File: src/rtl/cbu_pkg.sv
`timescale 1ns / 1ps

package cbu_pkg;

    localparam int FRAC_BITS_DEF = 20;
    localparam int ENTRY_W       = 24;
    localparam int NUM_ENTRIES   = 8;
    localparam int IDX_W         = $clog2(NUM_ENTRIES);
    localparam int SUM_W         = ENTRY_W + IDX_W;
    localparam int ACC_W         = ENTRY_W + 2;
    localparam int CFG_IDX_W     = 4;

    typedef logic [ENTRY_W-1:0] t_entry;
    typedef logic [SUM_W-1:0]   t_sum;

    localparam t_entry ENTRY_MAX = '1;

    localparam t_entry POT_RESET [NUM_ENTRIES] = '{
        t_entry'(31457),  t_entry'(1573),   t_entry'(20972),  t_entry'(3670),
        t_entry'(283116), t_entry'(155714), t_entry'(188744), t_entry'(363332)
    };

    typedef enum logic {
        CMD_FWD = 1'b0,
        CMD_BWD = 1'b1
    } t_cmd;

    typedef enum logic [1:0] {
        ST_OK       = 2'd0,
        ST_NO_FWD   = 2'd1,
        ST_ZERO_SUM = 2'd2
    } t_status;

    typedef enum logic [2:0] {
        S_IDLE,
        S_MUL_GO,
        S_MUL_WAIT,
        S_DIV_GO,
        S_DIV_WAIT,
        S_DONE
    } t_state;

    typedef struct packed {
        t_cmd   command;
        t_entry msg_a;
        t_entry msg_b;
        t_entry msg_c;
        t_entry msg_d;
    } t_in_req;

    typedef struct packed {
        t_entry  out_a;
        t_entry  out_b;
        t_entry  out_c;
        t_entry  out_d;
        t_status status;
    } t_out_req;

endpackage

File: src/rtl/clique_belief_update.sv
// A forward or backward item runs the bit-serial multiplier and then the bit-serial divider
// over all 8 entries before its result is valid; a zero table sum skips the divider, and a
// backward item before any forward item goes straight to the result. The block takes no new
// item until the result of the last one has been loaded (o_in_stall is high outside idle).
// Reset restores the default potentials and clears the forward flag and the output valid.
`timescale 1ns / 1ps

module clique_belief_update import cbu_pkg::*; #(
    parameter int FRAC_BITS = FRAC_BITS_DEF
) (
    input  logic                 i_clk,
    input  logic                 i_rst_n,
    input  logic                 i_in_valid,
    output logic                 o_in_stall,
    input  t_in_req              i_in_req,
    output logic                 o_out_valid,
    input  logic                 i_out_stall,
    output t_out_req             o_out_req,
    input  logic                 i_cfg_valid,
    output logic                 o_cfg_ready,
    input  logic [CFG_IDX_W-1:0] i_cfg_index,
    input  t_entry               i_cfg_data
);

    localparam logic [IDX_W-1:0] LAST_IDX = IDX_W'(NUM_ENTRIES - 1);

    t_state           r_state;
    t_state           n_state;
    logic             r_fwd_seen;
    logic             r_out_valid;
    t_out_req         r_out;
    t_in_req          r_req;
    t_status          r_status;
    logic [IDX_W-1:0] r_k;
    t_sum             r_sum;
    logic [ACC_W-1:0] r_acc [4];
    t_entry           r_pot [NUM_ENTRIES];
    t_entry           r_tab [NUM_ENTRIES];

    logic             in_accept;
    logic             mul_start;
    logic             div_start;
    logic             out_load;
    logic             mul_done;
    logic             div_done;
    t_entry           mul_result;
    t_entry           div_result;
    t_entry           weight;
    t_sum             sum_next;
    logic [1:0]       acc_sel;

    function automatic t_entry sat_acc(input logic [ACC_W-1:0] value);
        return (|value[ACC_W-1:ENTRY_W]) ? ENTRY_MAX : value[ENTRY_W-1:0];
    endfunction

    assign in_accept = (r_state == S_IDLE) && i_in_valid;
    assign sum_next  = r_sum + SUM_W'(mul_result);
    assign acc_sel   = (r_req.command == CMD_FWD) ? r_k[2:1] : {1'b0, r_k[1]};

    always_comb begin
        if (r_req.command == CMD_FWD) begin
            weight = r_k[1] ? r_req.msg_b : r_req.msg_a;
        end else begin
            unique case (r_k[2:1])
                2'd0:    weight = r_req.msg_a;
                2'd1:    weight = r_req.msg_b;
                2'd2:    weight = r_req.msg_c;
                default: weight = r_req.msg_d;
            endcase
        end
    end

    always_comb begin
        n_state   = r_state;
        mul_start = 1'b0;
        div_start = 1'b0;
        out_load  = 1'b0;
        unique case (r_state)
            S_IDLE: begin
                if (i_in_valid) begin
                    if (i_in_req.command == CMD_BWD && !r_fwd_seen) begin
                        n_state = S_DONE;
                    end else begin
                        n_state = S_MUL_GO;
                    end
                end
            end
            S_MUL_GO: begin
                mul_start = 1'b1;
                n_state   = S_MUL_WAIT;
            end
            S_MUL_WAIT: begin
                if (mul_done) begin
                    if (r_k != LAST_IDX) begin
                        n_state = S_MUL_GO;
                    end else if (sum_next == '0) begin
                        n_state = S_DONE;
                    end else begin
                        n_state = S_DIV_GO;
                    end
                end
            end
            S_DIV_GO: begin
                div_start = 1'b1;
                n_state   = S_DIV_WAIT;
            end
            S_DIV_WAIT: begin
                if (div_done) begin
                    n_state = (r_k == LAST_IDX) ? S_DONE : S_DIV_GO;
                end
            end
            S_DONE: begin
                if (!r_out_valid || !i_out_stall) begin
                    out_load = 1'b1;
                    n_state  = S_IDLE;
                end
            end
            default: begin
                n_state = S_IDLE;
            end
        endcase
    end

    always_ff @(posedge i_clk) begin
        if (!i_rst_n) begin
            r_state     <= S_IDLE;
            r_fwd_seen  <= 1'b0;
            r_out_valid <= 1'b0;
        end else begin
            r_state <= n_state;
            if (in_accept && i_in_req.command == CMD_FWD) begin
                r_fwd_seen <= 1'b1;
            end
            if (out_load) begin
                r_out_valid <= 1'b1;
            end else if (!i_out_stall) begin
                r_out_valid <= 1'b0;
            end
        end
    end

    always_ff @(posedge i_clk) begin
        if (!i_rst_n) begin
            r_pot <= POT_RESET;
        end else if (i_cfg_valid && i_cfg_index < CFG_IDX_W'(NUM_ENTRIES)) begin
            r_pot[i_cfg_index[IDX_W-1:0]] <= i_cfg_data;
        end
    end

    always_ff @(posedge i_clk) begin
        if (in_accept) begin
            r_req  <= i_in_req;
            r_k    <= '0;
            r_sum  <= '0;
            r_acc  <= '{default: '0};
            if (i_in_req.command == CMD_FWD) begin
                r_tab <= r_pot;
            end
            r_status <= (i_in_req.command == CMD_BWD && !r_fwd_seen) ? ST_NO_FWD : ST_OK;
        end else if (r_state == S_MUL_WAIT && mul_done) begin
            r_tab[r_k] <= mul_result;
            r_sum      <= sum_next;
            r_k        <= r_k + 1'b1;
            if (r_k == LAST_IDX && sum_next == '0) begin
                r_status <= ST_ZERO_SUM;
            end
        end else if (r_state == S_DIV_WAIT && div_done) begin
            r_tab[r_k]     <= div_result;
            r_acc[acc_sel] <= r_acc[acc_sel] + ACC_W'(div_result);
            r_k            <= r_k + 1'b1;
        end
        if (out_load) begin
            r_out.out_a  <= sat_acc(r_acc[0]);
            r_out.out_b  <= sat_acc(r_acc[1]);
            r_out.out_c  <= sat_acc(r_acc[2]);
            r_out.out_d  <= sat_acc(r_acc[3]);
            r_out.status <= r_status;
        end
    end

    cbu_mul #(
        .FRAC_BITS (FRAC_BITS)
    ) u_mul (
        .i_clk    (i_clk),
        .i_rst_n  (i_rst_n),
        .i_start  (mul_start),
        .i_mcand  (r_tab[r_k]),
        .i_mplier (weight),
        .o_done   (mul_done),
        .o_result (mul_result)
    );

    cbu_div #(
        .FRAC_BITS (FRAC_BITS)
    ) u_div (
        .i_clk      (i_clk),
        .i_rst_n    (i_rst_n),
        .i_start    (div_start),
        .i_dividend (r_tab[r_k]),
        .i_divisor  (r_sum),
        .o_done     (div_done),
        .o_quotient (div_result)
    );

    assign o_in_stall  = (r_state != S_IDLE);
    assign o_out_valid = r_out_valid;
    assign o_out_req   = r_out;
    assign o_cfg_ready = 1'b1;

endmodule

File: src/rtl/cbu_mul.sv
`timescale 1ns / 1ps

module cbu_mul import cbu_pkg::*; #(
    parameter int FRAC_BITS = FRAC_BITS_DEF
) (
    input  logic   i_clk,
    input  logic   i_rst_n,
    input  logic   i_start,
    input  t_entry i_mcand,
    input  t_entry i_mplier,
    output logic   o_done,
    output t_entry o_result
);

    localparam int PROD_W = 2 * ENTRY_W;
    localparam int CNT_W  = $clog2(ENTRY_W);

    logic              r_busy;
    logic              r_done;
    logic [CNT_W-1:0]  r_cnt;
    t_entry            r_mcand;
    t_entry            r_mplier;
    logic [PROD_W-1:0] r_prod;
    logic [ENTRY_W:0]  w_upper;
    logic [PROD_W-1:0] w_shift;

    // One multiplier bit per cycle, least significant first.
    assign w_upper = {1'b0, r_prod[PROD_W-1:ENTRY_W]}
                   + (r_mplier[0] ? {1'b0, r_mcand} : '0);
    assign w_shift = r_prod >> FRAC_BITS;

    always_ff @(posedge i_clk) begin
        if (!i_rst_n) begin
            r_busy <= 1'b0;
            r_done <= 1'b0;
        end else begin
            r_done <= 1'b0;
            if (i_start) begin
                r_busy <= 1'b1;
            end else if (r_busy && r_cnt == CNT_W'(ENTRY_W - 1)) begin
                r_busy <= 1'b0;
                r_done <= 1'b1;
            end
        end
    end

    always_ff @(posedge i_clk) begin
        if (i_start) begin
            r_cnt    <= '0;
            r_mcand  <= i_mcand;
            r_mplier <= i_mplier;
            r_prod   <= '0;
        end else if (r_busy) begin
            r_cnt    <= r_cnt + 1'b1;
            r_mplier <= r_mplier >> 1;
            r_prod   <= {w_upper, r_prod[ENTRY_W-1:1]};
        end
    end

    assign o_done   = r_done;
    assign o_result = (|w_shift[PROD_W-1:ENTRY_W]) ? ENTRY_MAX : w_shift[ENTRY_W-1:0];

endmodule

File: src/rtl/cbu_div.sv
`timescale 1ns / 1ps

module cbu_div import cbu_pkg::*; #(
    parameter int FRAC_BITS = FRAC_BITS_DEF
) (
    input  logic   i_clk,
    input  logic   i_rst_n,
    input  logic   i_start,
    input  t_entry i_dividend,
    input  t_sum   i_divisor,
    output logic   o_done,
    output t_entry o_quotient
);

    localparam int QN    = FRAC_BITS + IDX_W + 1;
    localparam int QW    = (QN > ENTRY_W) ? QN : ENTRY_W + 1;
    localparam int CNT_W = $clog2(QN);
    localparam int REM_W = SUM_W + 1;

    logic             r_busy;
    logic             r_done;
    logic [CNT_W-1:0] r_cnt;
    logic [REM_W-1:0] r_rem;
    t_sum             r_div;
    logic [QW-1:0]    r_quo;
    logic             w_ge;
    logic [REM_W-1:0] w_diff;
    logic [REM_W-1:0] w_keep;

    // The dividend never exceeds the divisor, so the quotient has QN bits and the
    // remainder stays below twice the divisor.
    assign w_ge   = r_rem >= {1'b0, r_div};
    assign w_diff = r_rem - {1'b0, r_div};
    assign w_keep = w_ge ? w_diff : r_rem;

    always_ff @(posedge i_clk) begin
        if (!i_rst_n) begin
            r_busy <= 1'b0;
            r_done <= 1'b0;
        end else begin
            r_done <= 1'b0;
            if (i_start) begin
                r_busy <= 1'b1;
            end else if (r_busy && r_cnt == CNT_W'(QN - 1)) begin
                r_busy <= 1'b0;
                r_done <= 1'b1;
            end
        end
    end

    always_ff @(posedge i_clk) begin
        if (i_start) begin
            r_cnt <= '0;
            r_rem <= REM_W'(i_dividend);
            r_div <= i_divisor;
            r_quo <= '0;
        end else if (r_busy) begin
            r_cnt <= r_cnt + 1'b1;
            r_rem <= {w_keep[REM_W-2:0], 1'b0};
            r_quo <= {r_quo[QW-2:0], w_ge};
        end
    end

    assign o_done     = r_done;
    assign o_quotient = (|r_quo[QW-1:ENTRY_W]) ? ENTRY_MAX : r_quo[ENTRY_W-1:0];

endmodule

File: config.mk
export PLATFORM = sky130hd
export DESIGN_NAME = clique_belief_update
export DESIGN_NICKNAME = d
export VERILOG_FILES = /design/src/rtl/cbu_pkg.sv /design/src/rtl/clique_belief_update.sv /design/src/rtl/cbu_mul.sv /design/src/rtl/cbu_div.sv
export SDC_FILE = /design/constraint.sdc
export NUM_CORES = 2
export LEC_CHECK = 0
export BUFFER_PORTS_ARGS = -buffer_cell sky130_fd_sc_hd__buf_2
export CAP_MARGIN = 10
export CORE_MARGIN = 4
export CORE_UTILIZATION = 51
export DETAILED_ROUTE_END_ITERATION = 7
export HOLD_SLACK_MARGIN = 0.1
export PLACE_DENSITY_LB_ADDON = 0.25
export SLEW_MARGIN = 20
export SYNTH_ARGS = -nofsm -noshare
export SYNTH_HDL_FRONTEND = slang
export SYNTH_SLANG_ARGS = --single-unit
File: constraint.sdc
create_clock -name i_clk -period 10.2 [get_ports i_clk]
set_input_delay 2.55 -clock i_clk [delete_from_list [all_inputs] [get_ports i_clk]]
set_output_delay 2.55 -clock i_clk [all_outputs]
set_load 0.1 [all_outputs]
==> metrics <==
syn nets 4146; #FFs+latches synth 890; CTS tree yes; Sink Count 890; total global routing overflow 0; largest net degree at the start of global routing 104; Synth warnings 0; Clock Latency Late Sink 660 ps; post-synth top area cell edfxtp_1; reg2reg path depth 17; Top Usage Layer GRT met2; Leakage 18.0 nW; Final setup viols 0; drt drc 0; CP Class in2reg; Die Span X 291 um; first-pass GRT wire length 174000 um; Max-cap violations 0; RePlAce Congestion 0.875; Fin Clk Skew 48.9 ps; routing usage on met3 0.0378; period utilisation layout 0.545; worst hold path class reg2reg; fin util 0.581; ys async rst share 0; Yosys cell types 87; clk slew on worst S/H paths 60 ps; initial drt markers 3285; row cnt 103; remaining antenna violation count 0; Commonest cells post-synth nand2_1 (703), edfxtp_1 (488), dfxtp_1 (402), nor2_1 (255), clkbuf_1 (235); Layout area overhead 12.6%; post-CTS resize count 0; initial core utilization 0.516; Max clock buf depth 3; post-CTS setup buffers 0; Final Hold Violating Endpoints 0; via-per-instance ratio 6.00; number of fill cells 6643; Worst EP arrival 6070 ps; WHS Path Cells 0; CP endpoint kind register; number of flops mapped to enable cells by yosys 488; Num CTS Buffers 91; top-area cell type share of the netlist area 0.359; Die H 291 um; GRT met1 Usage 0.356; Global Route Usage Sum 0.261; highest ir drop seen on vdd 0.144 mV; Pwr per Cell Area 214 nW/um2; relative max-transition margin 0.203; Sum Neg Setup Slack 0 ps; Synth Flop Type edfxtp_1; HPWL Detailed 74300 um; Post-Syn Area per Cell 10.5 um2; root buffer cell clkbuf_16; WL per Instance 22.1 um; Syn Inst Count 3907; core area 79100 um2; top cells by area, synth edfxtp_1 (36%), dfxtp_1 (20%), nand2_1 (6.5%); DR pass1 iterations 8; crit path time final 5560 ps; worst-margin pin slew 1200 ps; Seq/Total Area, Yosys 0.556; final hold slack 425 ps; H-tree levels 3; worst-path fanout max 103; met2 GRT Util 0.434; outcome finished, final reports clean; I/O Pins 231; count of input and output buffers 229; hold buffers post-CTS 0; area of the mapped netlist 40800 um2; critical path required time 10710 ps; most frequent cell after synthesis nand2_1; CP Launch Type input port; achievable clock frequency 180 MHz; Vias 30935; initial antenna violation count 5; RSZ-0062 raised after global routing false; Die Area 84700 um2; vias in the first global route 29674; Layout Nets 4263; layout cells sized above 1 0.142; Slew Viols, Final 0; Post-Route WL 114000 um
[area by class of cell]
class                           count  area, um2  area share
Sequential cell                   890      22700       0.494
Multi-Input combinational cell   2680      17000       0.369
Clock buffer                      126       2570      0.0559
Timing Repair Buffer              295       1640      0.0358
Tap cell                         1050       1310      0.0286
Clock inverter                     44        500      0.0109
Inverter                           66        255     0.00555
Antenna cell                        4       10.0    0.000218
[metal layers]
layer	wire, um	share of wire	vias up
li1	-	-	14424
met1	47900	0.42	15031
met5	0	0	-
met2	54200	0.47	1263
met3	8560	0.075	217
met4	3410	0.030	0
[registers in the layout (all words and copies together), names as in the netlist, 25 cells and up]
register and flops:
u_mul.r_prod 28, u_div.r_quo 25, r_sum 27, r_acc 104, u_div.r_div 27, u_div.r_rem 28
o_out_req 98, r_pot 192, r_tab 192, r_req 97
[power by group]
part	internal (mW)	switching [mW]	total (mW)	leakage (nW)
registers	4.18	0.142	4.32	7.86
logic	0.737	1.36	2.10	8.63
clock network	1.98	1.43	3.41	1.49
[critical path, cell delays in order]
cell and delay [ps]:
buf_2 90, nand2b_1 70, or3_1 620, inv_8 520, buf_4 760, buf_4 970
a22o_1 280
[cells by family after synthesis]
kind of cell / Yosys count / synth area share
and+or+nand+nor: 1436 / 0.159
AOI/OAI and AO/OA: 941 / 0.165
DFF: 890 / 0.556
buffers and inverters: 337 / 0.0325
adders and majority gates: 109 / 0.0341
muxes: 105 / 0.0338
xor gates and xnor gates: 88 / 0.0189
other: 1 / 0.0000918
[worst paths after layout]
kind | to | startpoint | slack (ps)
worst max-delay path | r_tab[42]$_DFFE_PP_ | i_in_valid | 4640
worst min-delay path | o_out_req[1]$_DFFE_PP_ | r_status[1]$_SDFFCE_PP0P_ | 420
worst max register to register | r_acc[100]$_SDFFE_PP0P_ | r_k[1]$_SDFFE_PP0P_ | 5200
worst min register to register | o_out_req[1]$_DFFE_PP_ | r_status[1]$_SDFFCE_PP0P_ | 420
[per-stage QoR]
stage / setup slack [ps] / power (mW) / cells / cell area (um2)
floorplan: 2310 / 5.91 / 3907 / 40800
global placement: 4070 / 6.42 / 4981 / 42900
detailed placement: 4000 / 6.46 / 4981 / 42900
CTS: 4680 / 9.85 / 5151 / 46000
global route: 4450 / 10.3 / 5155 / 46000
finish: 4640 / 9.82 / 5155 / 46000
[cells in the final DEF (no fill, tap or decap), types with 67 or more instances in the layout]
cell type,instances
a22oi_1,146
a21oi_1,182
nand3_1,89
or3_1,108
buf_2,228
ha_1,105
a21boi_0,142
buf_4,67
edfxtp_1,488
nand2_1,699
dfxtp_1,398
nor2_1,242
a22o_1,193
clkbuf_16,94
Note: power is estimated with default switching activity, not from simulation.
